**src/design/mrrb_pkg.sv**
```systemverilog
// shared types and constants for the memory request reorder buffer
// no dependencies; imported by every module of the block
`timescale 1ns / 1ps

package mrrb_pkg;

  // default geometry
  localparam int DEPTH_DEF   = 16;
  localparam int ID_BITS_DEF = 8;

  // fixed field widths
  localparam int ID_W    = 8;
  localparam int ADDR_W  = 64;
  localparam int DATA_W  = 64;
  localparam int DELAY_W = 16;
  localparam int TICK_W  = 32;
  localparam int CAP_W   = 5;

  // configuration port
  localparam int APB_AW = 3;
  localparam int APB_DW = 32;
  localparam logic REG_CAPACITY = 1'b0;

  // entry life cycle
  typedef enum logic [1:0] {
    ST_UNSENT    = 2'd0,
    ST_SENT      = 2'd1,
    ST_RESPONDED = 2'd2
  } status_e;

  // entry contents handed between neighboring cells (id travels apart)
  typedef struct packed {
    logic               valid;
    status_e            status;
    logic               posted;
    logic [ADDR_W-1:0]  addr;
    logic [DATA_W-1:0]  data;
    logic [TICK_W-1:0]  ready_time;
  } entry_t;

  // per-cell action
  typedef struct packed {
    logic shift;
    logic load;
    logic mark_sent;
    logic record;
  } cell_ctl_t;

  // per-cell status seen by the sequencer
  typedef struct packed {
    logic valid;
    logic unsent;
    logic sent;
    logic responded;
    logic hit;
  } cell_stat_t;

endpackage

```
**src/design/mrrb_cell.sv**
```systemverilog
// one entry of the reorder chain: holds a request and its response
// depends on mrrb_pkg; instantiated in a row by the top level
`timescale 1ns / 1ps

module mrrb_cell import mrrb_pkg::*; #(
  parameter int SID = ID_BITS_DEF
) (
  input  logic               clk_i,
  input  logic               rst_ni,
  input  cell_ctl_t          ctl_i,
  input  entry_t             next_i,
  input  logic [SID-1:0]     next_id_i,
  input  logic [SID-1:0]     req_id_i,
  input  logic [ADDR_W-1:0]  req_addr_i,
  input  logic               req_posted_i,
  input  logic [SID-1:0]     resp_id_i,
  input  logic [DATA_W-1:0]  resp_data_i,
  input  logic [TICK_W-1:0]  resp_ready_i,
  output entry_t             entry_o,
  output logic [SID-1:0]     id_o,
  output cell_stat_t         stat_o
);

  logic              valid_q;
  status_e           status_q;
  logic              posted_q;
  logic [ADDR_W-1:0] addr_q;
  logic [DATA_W-1:0] data_q;
  logic [TICK_W-1:0] ready_q;
  logic [SID-1:0]    id_q;

  // occupancy bit
  always_ff @(posedge clk_i or negedge rst_ni) begin
    if (!rst_ni) begin
      valid_q <= 1'b0;
    end else if (ctl_i.shift) begin
      valid_q <= next_i.valid;
    end else if (ctl_i.load) begin
      valid_q <= 1'b1;
    end
  end

  // entry payload
  always_ff @(posedge clk_i) begin
    if (ctl_i.shift) begin
      status_q <= next_i.status;
      posted_q <= next_i.posted;
      addr_q   <= next_i.addr;
      data_q   <= next_i.data;
      ready_q  <= next_i.ready_time;
      id_q     <= next_id_i;
    end else if (ctl_i.load) begin
      status_q <= ST_UNSENT;
      posted_q <= req_posted_i;
      addr_q   <= req_addr_i;
      id_q     <= req_id_i;
    end else if (ctl_i.mark_sent) begin
      status_q <= ST_SENT;
    end else if (ctl_i.record) begin
      status_q <= ST_RESPONDED;
      data_q   <= resp_data_i;
      ready_q  <= resp_ready_i;
    end
  end

  // contents toward the older neighbor
  assign entry_o.valid      = valid_q;
  assign entry_o.status     = status_q;
  assign entry_o.posted     = posted_q;
  assign entry_o.addr       = addr_q;
  assign entry_o.data       = data_q;
  assign entry_o.ready_time = ready_q;
  assign id_o               = id_q;

  // local flags
  assign stat_o.valid     = valid_q;
  assign stat_o.unsent    = valid_q && (status_q == ST_UNSENT);
  assign stat_o.sent      = valid_q && (status_q == ST_SENT);
  assign stat_o.responded = valid_q && (status_q == ST_RESPONDED);
  assign stat_o.hit       = valid_q && (id_q == resp_id_i);

endmodule

```
**src/design/mrrb_apb.sv**
```systemverilog
// configuration register file: capacity register behind an apb-style port
// depends on mrrb_pkg
`timescale 1ns / 1ps

module mrrb_apb import mrrb_pkg::*; (
  input  logic              clk_i,
  input  logic              rst_ni,
  input  logic              psel,
  input  logic              penable,
  input  logic              pwrite,
  input  logic [APB_AW-1:0] paddr,
  input  logic [APB_DW-1:0] pwdata,
  output logic [APB_DW-1:0] prdata,
  output logic              pready,
  output logic [CAP_W-1:0]  capacity_o
);

  logic [CAP_W-1:0] capacity_q;
  logic             wr_en;

  // write strobe in the access phase, word index decode
  assign wr_en = psel && penable && pwrite && (paddr[2] == REG_CAPACITY);

  always_ff @(posedge clk_i or negedge rst_ni) begin
    if (!rst_ni) begin
      capacity_q <= '0;
    end else if (wr_en) begin
      capacity_q <= pwdata[CAP_W-1:0];
    end
  end

  // read back
  always_comb begin
    prdata = '0;
    if (paddr[2] == REG_CAPACITY) begin
      prdata = APB_DW'(capacity_q);
    end
  end

  assign pready     = 1'b1;
  assign capacity_o = capacity_q;

endmodule

```
**src/design/memory_request_reorder_buffer_core.sv**
```systemverilog
// memory request reorder buffer: a chain of entry cells run by a phase sequencer
// a tick item is taken only in idle, then runs four passes over the cell chain
// (issue, accept, return, match) and a push phase that registers the result
// once the output is free; return may shift the whole chain, issue only part of it
// reset: all entries empty, tick count zero, capacity zero (full depth)
// depends on mrrb_pkg, mrrb_cell, mrrb_apb
`timescale 1ns / 1ps

module memory_request_reorder_buffer_core import mrrb_pkg::*; #(
  parameter int DEPTH   = DEPTH_DEF,
  parameter int ID_BITS = ID_BITS_DEF
) (
  input  logic               clk_i,
  input  logic               rst_ni,
  // configuration
  input  logic               psel,
  input  logic               penable,
  input  logic               pwrite,
  input  logic [APB_AW-1:0]  paddr,
  input  logic [APB_DW-1:0]  pwdata,
  output logic [APB_DW-1:0]  prdata,
  output logic               pready,
  // tick input
  input  logic               in_valid_i,
  output logic               in_stall_o,
  input  logic               req_valid_i,
  input  logic [ID_W-1:0]    req_id_i,
  input  logic [ADDR_W-1:0]  req_addr_i,
  input  logic               req_posted_i,
  input  logic               down_free_i,
  input  logic               up_free_i,
  input  logic               resp_valid_i,
  input  logic [ID_W-1:0]    resp_id_i,
  input  logic [DATA_W-1:0]  resp_data_i,
  input  logic [DELAY_W-1:0] resp_delay_i,
  // tick result
  output logic               out_valid_o,
  input  logic               out_stall_i,
  output logic               req_accepted_o,
  output logic               issue_valid_o,
  output logic [ID_W-1:0]    issue_id_o,
  output logic [ADDR_W-1:0]  issue_addr_o,
  output logic               issue_posted_o,
  output logic               return_valid_o,
  output logic [ID_W-1:0]    return_id_o,
  output logic [DATA_W-1:0]  return_data_o,
  output logic               resp_error_o
);

  localparam int SID = (ID_BITS < ID_W) ? ID_BITS : ID_W;
  localparam int IW  = $clog2(DEPTH);

  typedef enum logic [2:0] {
    PH_IDLE,
    PH_ISSUE,
    PH_ACCEPT,
    PH_RETURN,
    PH_MATCH,
    PH_PUSH
  } phase_e;

  phase_e state_q;

  // captured tick item
  logic               req_valid_q;
  logic [SID-1:0]     req_id_q;
  logic [ADDR_W-1:0]  req_addr_q;
  logic               req_posted_q;
  logic               down_free_q;
  logic               up_free_q;
  logic               resp_valid_q;
  logic [SID-1:0]     resp_id_q;
  logic [DATA_W-1:0]  resp_data_q;
  logic [DELAY_W-1:0] resp_delay_q;

  // result under construction
  logic               res_accepted_q;
  logic               res_issue_valid_q;
  logic [SID-1:0]     res_issue_id_q;
  logic [ADDR_W-1:0]  res_issue_addr_q;
  logic               res_issue_posted_q;
  logic               res_return_valid_q;
  logic [SID-1:0]     res_return_id_q;
  logic [DATA_W-1:0]  res_return_data_q;
  logic               res_error_q;

  // output register
  logic               out_valid_q;
  logic               out_accepted_q;
  logic               out_issue_valid_q;
  logic [SID-1:0]     out_issue_id_q;
  logic [ADDR_W-1:0]  out_issue_addr_q;
  logic               out_issue_posted_q;
  logic               out_return_valid_q;
  logic [SID-1:0]     out_return_id_q;
  logic [DATA_W-1:0]  out_return_data_q;
  logic               out_error_q;

  logic [TICK_W-1:0]  tick_q;
  logic [CAP_W-1:0]   capacity;

  // cell chain wiring
  entry_t             cell_entry [DEPTH];
  logic [SID-1:0]     cell_id    [DEPTH];
  cell_stat_t         cell_stat  [DEPTH];
  cell_ctl_t          cell_ctl   [DEPTH];
  entry_t             next_entry [DEPTH];
  logic [SID-1:0]     next_id    [DEPTH];

  logic [DEPTH-1:0]   valid_vec;
  logic [DEPTH-1:0]   unsent_vec;
  logic [DEPTH-1:0]   sent_vec;
  logic [DEPTH-1:0]   hit_vec;
  logic [DEPTH-1:0]   issue_oh;
  logic [DEPTH-1:0]   hit_oh;
  logic [DEPTH-1:0]   shift_vec;
  logic [DEPTH-1:0]   load_vec;
  logic [DEPTH-1:0]   mark_vec;
  logic [DEPTH-1:0]   rec_vec;

  logic [SID-1:0]     sel_id;
  logic [ADDR_W-1:0]  sel_addr;
  logic               sel_posted;
  logic               hit_sent;
  logic               do_issue;
  logic [IW-1:0]      cap_idx;
  logic               full;
  logic               do_accept;
  logic [TICK_W-1:0]  head_diff;
  logic               do_return;
  logic               do_record;
  logic [TICK_W-1:0]  resp_ready;
  logic               out_free;

  // configuration registers
  mrrb_apb u_apb (
    .clk_i      (clk_i),
    .rst_ni     (rst_ni),
    .psel       (psel),
    .penable    (penable),
    .pwrite     (pwrite),
    .paddr      (paddr),
    .pwdata     (pwdata),
    .prdata     (prdata),
    .pready     (pready),
    .capacity_o (capacity)
  );

  // row of entry cells, each fed by its younger neighbor
  for (genvar k = 0; k < DEPTH; k++) begin : g_cell
    if (k == DEPTH - 1) begin : g_tail
      assign next_entry[k] = '0;
      assign next_id[k]    = '0;
    end else begin : g_link
      assign next_entry[k] = cell_entry[k+1];
      assign next_id[k]    = cell_id[k+1];
    end

    assign cell_ctl[k].shift     = shift_vec[k];
    assign cell_ctl[k].load      = load_vec[k];
    assign cell_ctl[k].mark_sent = mark_vec[k];
    assign cell_ctl[k].record    = rec_vec[k];

    assign valid_vec[k]  = cell_stat[k].valid;
    assign unsent_vec[k] = cell_stat[k].unsent;
    assign sent_vec[k]   = cell_stat[k].sent;
    assign hit_vec[k]    = cell_stat[k].hit;

    mrrb_cell #(
      .SID (SID)
    ) u_cell (
      .clk_i        (clk_i),
      .rst_ni       (rst_ni),
      .ctl_i        (cell_ctl[k]),
      .next_i       (next_entry[k]),
      .next_id_i    (next_id[k]),
      .req_id_i     (req_id_q),
      .req_addr_i   (req_addr_q),
      .req_posted_i (req_posted_q),
      .resp_id_i    (resp_id_q),
      .resp_data_i  (resp_data_q),
      .resp_ready_i (resp_ready),
      .entry_o      (cell_entry[k]),
      .id_o         (cell_id[k]),
      .stat_o       (cell_stat[k])
    );
  end

  // oldest flagged entry by lowest-set-bit isolation
  assign issue_oh = unsent_vec & (~unsent_vec + DEPTH'(1));
  assign hit_oh   = hit_vec & (~hit_vec + DEPTH'(1));

  // fields of the selected entries
  always_comb begin
    sel_id     = '0;
    sel_addr   = '0;
    sel_posted = 1'b0;
    hit_sent   = 1'b0;
    for (int k = 0; k < DEPTH; k++) begin
      sel_id     = sel_id | ({SID{issue_oh[k]}} & cell_id[k]);
      sel_addr   = sel_addr | ({ADDR_W{issue_oh[k]}} & cell_entry[k].addr);
      sel_posted = sel_posted | (issue_oh[k] & cell_entry[k].posted);
      hit_sent   = hit_sent | (hit_oh[k] & sent_vec[k]);
    end
  end

  // effective capacity as the index of the last usable cell
  always_comb begin
    if (capacity == '0 || 32'(capacity) > DEPTH) begin
      cap_idx = IW'(DEPTH - 1);
    end else begin
      cap_idx = IW'(capacity - CAP_W'(1));
    end
  end

  assign full      = valid_vec[cap_idx];
  assign do_issue  = down_free_q && (unsent_vec != '0);
  assign do_accept = req_valid_q && !full;
  assign head_diff = tick_q - cell_entry[0].ready_time;
  assign do_return = up_free_q && cell_stat[0].responded && !head_diff[TICK_W-1];
  assign do_record = resp_valid_q && (hit_vec != '0) && hit_sent;
  assign resp_ready = tick_q + TICK_W'(1) + TICK_W'(resp_delay_q);

  // per-phase cell actions
  always_comb begin
    shift_vec = '0;
    load_vec  = '0;
    mark_vec  = '0;
    rec_vec   = '0;
    case (state_q)
      PH_ISSUE: begin
        if (do_issue) begin
          if (sel_posted) begin
            shift_vec = ~(issue_oh - DEPTH'(1));
          end else begin
            mark_vec = issue_oh;
          end
        end
      end
      PH_ACCEPT: begin
        for (int k = 0; k < DEPTH; k++) begin
          load_vec[k] = do_accept && !valid_vec[k] && ((k == 0) || valid_vec[(k == 0) ? 0 : k-1]);
        end
      end
      PH_RETURN: begin
        if (do_return) begin
          shift_vec = '1;
        end
      end
      PH_MATCH: begin
        if (do_record) begin
          rec_vec = hit_oh;
        end
      end
      default: begin
      end
    endcase
  end

  assign out_free = !out_valid_q || !out_stall_i;

  // sequencer, result assembly and output register
  always_ff @(posedge clk_i or negedge rst_ni) begin
    if (!rst_ni) begin
      state_q            <= PH_IDLE;
      tick_q             <= '0;
      out_valid_q        <= 1'b0;
      req_valid_q        <= 1'b0;
      req_id_q           <= '0;
      req_addr_q         <= '0;
      req_posted_q       <= 1'b0;
      down_free_q        <= 1'b0;
      up_free_q          <= 1'b0;
      resp_valid_q       <= 1'b0;
      resp_id_q          <= '0;
      resp_data_q        <= '0;
      resp_delay_q       <= '0;
      res_accepted_q     <= 1'b0;
      res_issue_valid_q  <= 1'b0;
      res_issue_id_q     <= '0;
      res_issue_addr_q   <= '0;
      res_issue_posted_q <= 1'b0;
      res_return_valid_q <= 1'b0;
      res_return_id_q    <= '0;
      res_return_data_q  <= '0;
      res_error_q        <= 1'b0;
      out_accepted_q     <= 1'b0;
      out_issue_valid_q  <= 1'b0;
      out_issue_id_q     <= '0;
      out_issue_addr_q   <= '0;
      out_issue_posted_q <= 1'b0;
      out_return_valid_q <= 1'b0;
      out_return_id_q    <= '0;
      out_return_data_q  <= '0;
      out_error_q        <= 1'b0;
    end else begin
      // drained result leaves, unless the push phase refills it
      if (out_valid_q && !out_stall_i && (state_q != PH_PUSH)) begin
        out_valid_q <= 1'b0;
      end
      unique case (state_q)
        PH_IDLE: begin
          if (in_valid_i) begin
            req_valid_q        <= req_valid_i;
            req_id_q           <= req_id_i[SID-1:0];
            req_addr_q         <= req_addr_i;
            req_posted_q       <= req_posted_i;
            down_free_q        <= down_free_i;
            up_free_q          <= up_free_i;
            resp_valid_q       <= resp_valid_i;
            resp_id_q          <= resp_id_i[SID-1:0];
            resp_data_q        <= resp_data_i;
            resp_delay_q       <= resp_delay_i;
            res_accepted_q     <= 1'b0;
            res_issue_valid_q  <= 1'b0;
            res_issue_id_q     <= '0;
            res_issue_addr_q   <= '0;
            res_issue_posted_q <= 1'b0;
            res_return_valid_q <= 1'b0;
            res_return_id_q    <= '0;
            res_return_data_q  <= '0;
            res_error_q        <= 1'b0;
            state_q            <= PH_ISSUE;
          end
        end
        PH_ISSUE: begin
          if (do_issue) begin
            res_issue_valid_q  <= 1'b1;
            res_issue_id_q     <= sel_id;
            res_issue_addr_q   <= sel_addr;
            res_issue_posted_q <= sel_posted;
          end
          state_q <= PH_ACCEPT;
        end
        PH_ACCEPT: begin
          res_accepted_q <= do_accept;
          state_q        <= PH_RETURN;
        end
        PH_RETURN: begin
          if (do_return) begin
            res_return_valid_q <= 1'b1;
            res_return_id_q    <= cell_id[0];
            res_return_data_q  <= cell_entry[0].data;
          end
          state_q <= PH_MATCH;
        end
        PH_MATCH: begin
          res_error_q <= resp_valid_q && !do_record;
          state_q     <= PH_PUSH;
        end
        PH_PUSH: begin
          if (out_free) begin
            out_valid_q        <= 1'b1;
            out_accepted_q     <= res_accepted_q;
            out_issue_valid_q  <= res_issue_valid_q;
            out_issue_id_q     <= res_issue_id_q;
            out_issue_addr_q   <= res_issue_addr_q;
            out_issue_posted_q <= res_issue_posted_q;
            out_return_valid_q <= res_return_valid_q;
            out_return_id_q    <= res_return_id_q;
            out_return_data_q  <= res_return_data_q;
            out_error_q        <= res_error_q;
            tick_q             <= tick_q + TICK_W'(1);
            state_q            <= PH_IDLE;
          end
        end
        default: begin
          state_q <= PH_IDLE;
        end
      endcase
    end
  end

  // port drive
  assign in_stall_o     = (state_q != PH_IDLE);
  assign out_valid_o    = out_valid_q;
  assign req_accepted_o = out_accepted_q;
  assign issue_valid_o  = out_issue_valid_q;
  assign issue_id_o     = ID_W'(out_issue_id_q);
  assign issue_addr_o   = out_issue_addr_q;
  assign issue_posted_o = out_issue_posted_q;
  assign return_valid_o = out_return_valid_q;
  assign return_id_o    = ID_W'(out_return_id_q);
  assign return_data_o  = out_return_data_q;
  assign resp_error_o   = out_error_q;

`ifndef SYNTH
  // occupied cells stay packed at the head of the chain
  assert property (@(posedge clk_i) disable iff (!rst_ni)
    ((valid_vec >> 1) & ~valid_vec) == '0)
    else $error("reorder chain has a hole");

  // at most one cell takes a new request
  assert property (@(posedge clk_i) disable iff (!rst_ni)
    $onehot0(load_vec))
    else $error("more than one cell loaded");

  // at most one entry is marked sent, and at most one records a response
  assert property (@(posedge clk_i) disable iff (!rst_ni)
    $onehot0(mark_vec) && $onehot0(rec_vec))
    else $error("several cells updated at once");

  // a result appears only after the last phase
  assert property (@(posedge clk_i) disable iff (!rst_ni)
    $rose(out_valid_q) |-> $past(state_q == PH_PUSH))
    else $error("result pushed outside the push phase");
`endif

endmodule
```
**config.mk**
```make
export PLATFORM = sky130hd
export DESIGN_NAME = memory_request_reorder_buffer_core
export DESIGN_NICKNAME = d
export VERILOG_FILES = /design/src/design/mrrb_pkg.sv /design/src/design/mrrb_cell.sv /design/src/design/mrrb_apb.sv /design/src/design/memory_request_reorder_buffer_core.sv
export SDC_FILE = /design/constraint.sdc
export NUM_CORES = 2
export LEC_CHECK = 0
export BUFFER_PORTS_ARGS = -buffer_cell sky130_fd_sc_hd__buf_2
export CAP_MARGIN = 20
export CORE_MARGIN = 10
export CORE_UTILIZATION = 40
export DETAILED_ROUTE_END_ITERATION = 16
export PLACE_DENSITY = 0.65
export SETUP_SLACK_MARGIN = 0.15
export SYNTH_ARGS = -nofsm -noshare
export SYNTH_HDL_FRONTEND = slang
export SYNTH_SLANG_ARGS = --single-unit
```
**constraint.sdc**
```tcl
create_clock -name clk_i -period 12.6 [get_ports clk_i]
set_input_delay 0.63 -clock clk_i [delete_from_list [all_inputs] [get_ports clk_i]]
set_output_delay 0.63 -clock clk_i [all_outputs]
set_load 0.01 [all_outputs]
```
==> Yosys cells after proc, flatten, opt, wreduce, memory -nomap -nowiden <==
Index checks and enable logic that the tools add are counted.
{ "word_totals": {"in_bits": 207, "elab_cells": 914, "regBits": 3256, "output_inout_bits": 184} }
{ "op_classes": {"eq_ne": 73, "n_reduce_logical": 212, "n_addsub": 7, "mux": 343, "n_bitwise": 132, "order_cmp": 2} }
{ "op_table": {"columns": ["operator", "n"], "rows": [
  ["$mux W64", 93],
  ["$mux W32", 60],
  ["$and A64 B64 Y64", 16],
  ["$or A64 B64 Y64", 15],
  ["$mux W8", 33],
  ["$pmux W64 S2", 2],
  ["$mux W16", 9],
  ["$and A8 B8 Y8", 16],
  ["$eq A8 B8 Y1", 16],
  ["$mux W2", 60],
  ["$or A8 B8 Y8", 15],
  ["$logic_and A1 B1 Y1", 92],
  ["$mux W1", 72],
  ["$reduce_bool A2 Y1", 36],
  ["$ne A2 B2 Y1 const B", 34],
  ["$reduce_bool A4 Y1", 15],
  ["$reduce_and A3 Y1", 18],
  ["$not A16 Y16", 3],
  ["$add A16 B1 Y16 const B", 2],
  ["$add A32 B1 Y32 const B", 1],
  ["$add A32 B16 Y32", 1],
  ["$and A1 B1 Y1", 32],
  ["$and A16 B16 Y16", 2],
  ["$eq A2 B1 Y1 const B", 16],
  ["other kinds (30)", 110]
]} }

==> Longest topological paths before layout <==
{ "logic_depth": {"depth_word": 28, "depth_mapped": 17, "depth_no_buf": 15} }

==> Hierarchy <==
From an unflattened synthesis, not the netlist that was laid out.
{ "unflattened": {"cells_unflattened": 9813, "area_unflattened_um2": 157551.1} }
{ "modules_own_cells": {"columns": ["module", "cells_each", "instances", "area_each_um2", "seq_area_each_um2"], "rows": [
  ["mrrb_cell", 392, 16, 7928.9, 5159.9],
  ["memory_request_reorder_buffer_core", 3495, 1, 30222.7, 12487.0],
  ["mrrb_apb", 46, 1, 466.7, 125.1]
]} }

==> Worst setup path after synthesis <==
No wires, ideal clock.
{ "synth_timing": {"path_type": "register -> register", "start": "reg resp_id_q[1]", "end": "reg g_cell[4].u_cell.data_q[0] (enable)", "required_time_ps": 11908, "slack_ps": 2369, "stages_incl_launch_ff": 12, "period_less_slack_ps": 10231, "setup_time_ps": 692, "path_buffers": 2, "arrival_ps": 9539, "cell_sequence": "dfrtp_1 > buf_4 > buf_6 > xor2_1 > nor4_1 > nand4_1 > or3b_2 > a31oi_1 > mux2i_1 > o211ai_1 > nand3_1 > o31ai_1"} }
{ "synth_via": {"elab_chain_len": 26, "elab_cells_between_ends": 73} }
{ "synth_lines": {"columns": ["element", "line_no", "source"], "rows": [
  ["start: declaration", "memory_request_reorder_buffer_core.sv:72", "logic [SID-1:0] resp_id_q;"],
  ["start signal: assignment", "memory_request_reorder_buffer_core.sv:311", "resp_id_q <= resp_id_i[SID-1:0];"],
  ["$eq A8 B8 Y1", "mrrb_cell.sv:80", "assign stat_o.hit = valid_q && (id_q == resp_id_i);"],
  ["$logic_and A1 B1 Y1", "mrrb_cell.sv:80", null],
  ["$not A16 Y16", "memory_request_reorder_buffer_core.sv:191", "assign hit_oh = hit_vec & (~hit_vec + DEPTH'(1));"],
  ["$add A16 B1 Y16", "memory_request_reorder_buffer_core.sv:191", null],
  ["$and A16 B16 Y16", "memory_request_reorder_buffer_core.sv:191", null],
  ["$and A1 B1 Y1", "memory_request_reorder_buffer_core.sv:203", "hit_sent = hit_sent | (hit_oh[k] & sent_vec[k]);"],
  ["$or A1 B1 Y1 (15 in series)", "memory_request_reorder_buffer_core.sv:203", null],
  ["$logic_and A1 B1 Y1", "memory_request_reorder_buffer_core.sv:221", "assign do_record = resp_valid_q && (hit_vec != '0) && hit_sent;"],
  ["$mux W16 *", "memory_request_reorder_buffer_core.sv:251", "if (do_record) begin"],
  ["$mux W16 *", "memory_request_reorder_buffer_core.sv:230", "case (state_q)"],
  ["$reduce_bool A2 Y1 (no source line) *", null, null],
  ["$reduce_and A3 Y1 (no source line) *", null, null],
  ["end signal: assignment", "mrrb_cell.sv:49", "data_q <= next_i.data;"],
  ["end signal: assignment", "mrrb_cell.sv:61", "data_q <= resp_data_i;"],
  ["end: declaration", "mrrb_cell.sv:28", "logic [DATA_W-1:0] data_q;"]
]} }
Every way passes the cells marked *; elsewhere a longest branch is shown, timed or not.
A chain may end at the register's enable or synchronous reset.

==> Final worst setup path <==
{ "layout_timing": {"start": "reg g_cell[0].u_cell.valid_q", "end": "reg g_cell[10].u_cell.data_q[13] (enable)"} }
{ "layout_via": {"elab_chain_len": 25, "elab_cells_between_ends": 101} }
{ "layout_lines": {"columns": ["element", "line_no", "source"], "rows": [
  ["start: declaration", "mrrb_cell.sv:24", "logic valid_q;"],
  ["start signal: assignment", "mrrb_cell.sv:37", "valid_q <= next_i.valid;"],
  ["$logic_and A1 B1 Y1, on equally long branches", "mrrb_cell.sv:77, mrrb_cell.sv:80", null],
  ["$not A16 Y16, on equally long branches", "memory_request_reorder_buffer_core.sv:190, memory_request_reorder_buffer_core.sv:191", null],
  ["$add A16 B1 Y16, on equally long branches", "memory_request_reorder_buffer_core.sv:190, memory_request_reorder_buffer_core.sv:191", null],
  ["$and A16 B16 Y16, on equally long branches", "memory_request_reorder_buffer_core.sv:190, memory_request_reorder_buffer_core.sv:191", null],
  ["$and A1 B1 Y1, on equally long branches", "memory_request_reorder_buffer_core.sv:202, memory_request_reorder_buffer_core.sv:203", null],
  ["$or A1 B1 Y1, on equally long branches (15 in series)", "memory_request_reorder_buffer_core.sv:202, memory_request_reorder_buffer_core.sv:203", null],
  ["$mux W16 or $logic_and A1 B1 Y1 (tied branches)", "memory_request_reorder_buffer_core.sv:233, memory_request_reorder_buffer_core.sv:221", null],
  ["$mux W16, on equally long branches", "memory_request_reorder_buffer_core.sv:232, memory_request_reorder_buffer_core.sv:251", null],
  ["$pmux W16 S2 or $mux W16 (tied branches)", "memory_request_reorder_buffer_core.sv:230", null],
  ["$ne A2 B2 Y1 (no source line) or $reduce_bool A2 Y1 (tied branches)", null, null],
  ["$reduce_and A3 Y1 (no source line) *", null, null],
  ["end signal: assignment", "mrrb_cell.sv:49", null],
  ["end signal: assignment", "mrrb_cell.sv:61", null],
  ["end: declaration", "mrrb_cell.sv:28", null]
]} }
Every way passes the cells marked *; elsewhere a longest branch is shown, timed or not. The select of a mux whose other input is x is not followed.

==> results.toml <==
[yosys]
ys_async_sr_fraction = 0.160
yosys-top-cells-count = "nand2_1 (3878), edfxtp_1 (2565), mux2_2 (982)"
syn_inst = 12200
ys_seq_area_frac = 0.637
yosys.area.top_type = "edfxtp_1"
synth_ff_type = "edfxtp_1"
avgSynthCellArea_sq_um = 12.0
synth_top_area_frac = 0.525
synthDistinctLibCells = 94
synthTopCellsByArea = "edfxtp_1 (52%), nand2_1 (9.9%), dfrtp_1 (8.9%), mux2_2 (7.5%), mux2_1 (3.3%)"
synth_edf_count = 2565
ys.warnings.count = 0
synth.most_common_cell = "nand2_1"
syn_area_sq_um = 147000
ys_seq_elements = 3256

[finish]
drive_gt1_frac = 0.174
nets = 12600
area_growth_pct = 12.8
finalNonFillerCells = 17500
postLayoutCellArea_sq_um = 166000

[clocking]
clock_latency_ps = 970
cts-htree-levels = 5
clk_pin_slew_ps = 60
ctsLongestPathBuffers = 4
clkSinkCount = 3256
cts_tree = "yes"
clock-root-buffer = "clkbuf_16"
numCtsBuffers = 354

[pwr]
p_leak_nw = 62.0
internal_power_w = 0.0253
clockPowerShare = 0.278
power_density_nw_per_um2 = 229
seq_power_share = 0.456
power_switching_w = 0.0126
p_sw_frac = 0.332
peakVddDrop_v = 0.000152
combPwrFrac = 0.266
finalPower_w = 0.0379

[route]
ant_nets = 0
drtIter0Drc = 11400
drc_errors = 0
avgRoutedWirePerCell_um = 24.8
vias = 99200
first_pass_iters = 8
wl_mm = 433
post_drt_via_cell_ratio = 5.68

[critical_path]
crit_required_ps = 13140
worst-path-buf-inv = 7
endpoint_kind = "register"
crit_end = "g_cell[10].u_cell.data_q[13]"
reg2reg_slack_ps = 5570
cp_max_fo = 58
timing.rr.start = "g_cell[0].u_cell.valid_q"
path_cells = "nor3b_4 > nor4_4 > nand3_1 > buf_4 > nor3_2 > buf_4 > a2111oi_4 > buf_4 > nor2_4 > buf_4 > a21o_4 > buf_4 > o21bai_4 > buf_4 > buf_4"
cp_slowest_cell = "buf_4"
arrival_ps = 7580
critical-path-top-delay-family = "buffers and inverters"
start_kind = "register"
startpoint = "g_cell[0].u_cell.valid_q"
reg2reg_to = "g_cell[10].u_cell.data_q[13]"
crit_type = "register to register"
slowest_delay_ps = 930
crit_top_cell = "buf_4"
reg2reg_depth = 15
path_depth = 15

[timing]
relSlewSlack = 0.214
final.setup.tns_ps = 0
fin_crit_sh = 0.558
rsz0062_at_grt = "false"
fin_skew_ps = 76.6
tightest_slew_ps = 1180
fin_crit_ps = 7030
slew_viol_final = 0
hold_viol_final = 0
whs_ps = 20.1
setup_viol_count_final = 0
fmaxAchievable_ghz = 0.142

[grt]
antenna_found_initial = 19
grtUsageTotal = 0.213
grt_max_degree = 166
grt_pass1_wl_mm = 642
grt_pass1_vias = 96000
grt_overflow = 0

[die]
die_height_um = 626
rows = 222
io_pins = 391
start_util = 0.402
die-area_sq_um = 392000
dieWidth_um = 626
core-area_sq_um = 366000

[run_status]
status = "finished, final reports clean"

[run]
cap_viol_max_count = 0

[place]
place_inst = 16600
portBuffers = 333
gp_congestion = 0.875
post-dp-hpwl_mm = 247
placedInstanceArea_sq_um = 152000

[min_path]
hp-class = "input port to register"
-- worst register-to-register path, cell delays in order (launching register included) --
cell and delay (ps):
dfrtp_1 570, nor3b_4 300, nor4_4 410, nand3_1 120, buf_4 220, nor3_2 190
buf_4 610, a2111oi_4 170, buf_4 220, nor2_4 100, buf_4 560, a21o_4 520
buf_4 840, o21bai_4 290, buf_4 510, buf_4 950
-- state kept, by name (all words and copies together) (netlist names), 16 cells and up --
name,count
tick_q,32
g_cell.u_cell.addr_q,1024
resp_delay_q,16
res_return_data_q,64
resp_data_q,64
res_issue_addr_q,64
g_cell.u_cell.ready_q,512
g_cell.u_cell.posted_q,16
issue_addr_o,64
g_cell.u_cell.id_o,128
g_cell.u_cell.valid_q,16
g_cell.u_cell.status_q,32
return_data_o,64
req_addr_q,64
g_cell.u_cell.data_q,1024
-- power by group through the flow --
| stage | sequential [W] | clock, W | combinational, W |
|---|---|---|---|
| 6_report | 0.0173 | 0.0106 | 0.0101 |
| 5_1_grt | 0.0176 | 0.0111 | 0.0111 |
| 4_1_cts | 0.0173 | 0.0107 | 0.0100 |
| 3_5_place_dp | 0.0175 | 0 | 0.00994 |
| 3_3_place_gp | 0.0175 | 0 | 0.00964 |
| 2_1_floorplan | 0.0165 | 0 | 0.00743 |
-- through the flow --
| step | util | worst slack [ps] |
|---|---|---|
| after floorplan | - | 2370 |
| after global placement | 0.416 | 5730 |
| after detailed placement | 0.416 | 5720 |
| after CTS | 0.453 | 5740 |
| after global routing | 0.453 | 5440 |
| final | 0.453 | 5570 |
-- metal layers --
metal  track usage  part of all wire  vias to the layer above  routed length, um
li1              -                 -                    43900                  -
met1         0.287              0.40                    49100             172000
met2         0.343              0.46                     5167             199000
met3        0.0396              0.10                      969              43800
met4        0.0787             0.042                        4              18000
met5             0          0.000046                        -                 20
-- layout make-up --
class	count	area, sq um
clock buffers	519	10200
inverters	64	240
diodes	8	20.0
well taps	4816	6030
clock inverters	143	1480
repair buffers	706	4940
multi-input cells	7950	49100
flip-flops and latches	3256	93500
fillers	32900	200000
-- how the worst min path moves through the flow --
stage	start	end	slack, ps	depth (start not counted)
global route	req_id_i[0]	req_id_q[0]	30	2
floorplan	rst_ni	down_free_q	330	0
global placement	g_cell[0].u_cell.data_q[59]	res_return_data_q[59]	430	2
detailed placement	g_cell[0].u_cell.data_q[8]	res_return_data_q[8]	440	2
finish	req_id_i[3]	req_id_q[3]	20	2
CTS	req_id_i[3]	req_id_q[3]	5	2
-- cell usage in the layout (no fill, tap or decap), drive strengths merged, types with 9 or more instances in the layout --
| master | n |
|---|---|
| o31ai | 13 |
| xor2 | 68 |
| clkbuf | 519 |
| o211ai | 82 |
| nand2 | 3878 |
| bufinv | 20 |
| or3 | 19 |
| a211oi | 20 |
| a21o | 36 |
| nor3b | 20 |
| and3 | 15 |
| or2 | 11 |
| a221o | 145 |
| mux2i | 77 |
| nand3 | 278 |
| nor3 | 30 |
| nand4 | 37 |
| clkinv | 101 |
| dfxtp | 171 |
| a22o | 82 |
| a31oi | 92 |
| nand3b | 9 |
| xnor2 | 146 |
| edfxtp | 2565 |
| a221oi | 216 |
| o21ai | 700 |
| inv | 80 |
| a31o | 34 |
| dfrtp | 520 |
| mux2 | 1429 |
| dlygate4sd3 | 152 |
| nor2 | 220 |
| buf | 554 |
| a21oi | 55 |
| ha | 48 |
| nor2b | 15 |
| nor4 | 43 |
| conb | 28 |
-- cells by family (layout without fill, tap and decap cells) --
group / count (synthesis) / after routing / share of synthesized area
compound gates: 1533 / 1533 / 0.0709
xor+xnor: 214 / 214 / 0.0128
fa+ha+maj: 49 / 49 / 0.00423
buf+inv: 1059 / 1432 / 0.0339
flops: 3256 / 3256 / 0.637
mux: 1506 / 1506 / 0.115
other cells: 2 / 36 / 0.0000512
simple gates: 4620 / 4620 / 0.126
-- what timing repair did --
item	CTS	global route
hold buffers	152	0
hold endpoints to repair	219	0
gates resized for setup	0	0
setup buffers	0	0
No activity file was read; power rests on OpenSTA's default activity.
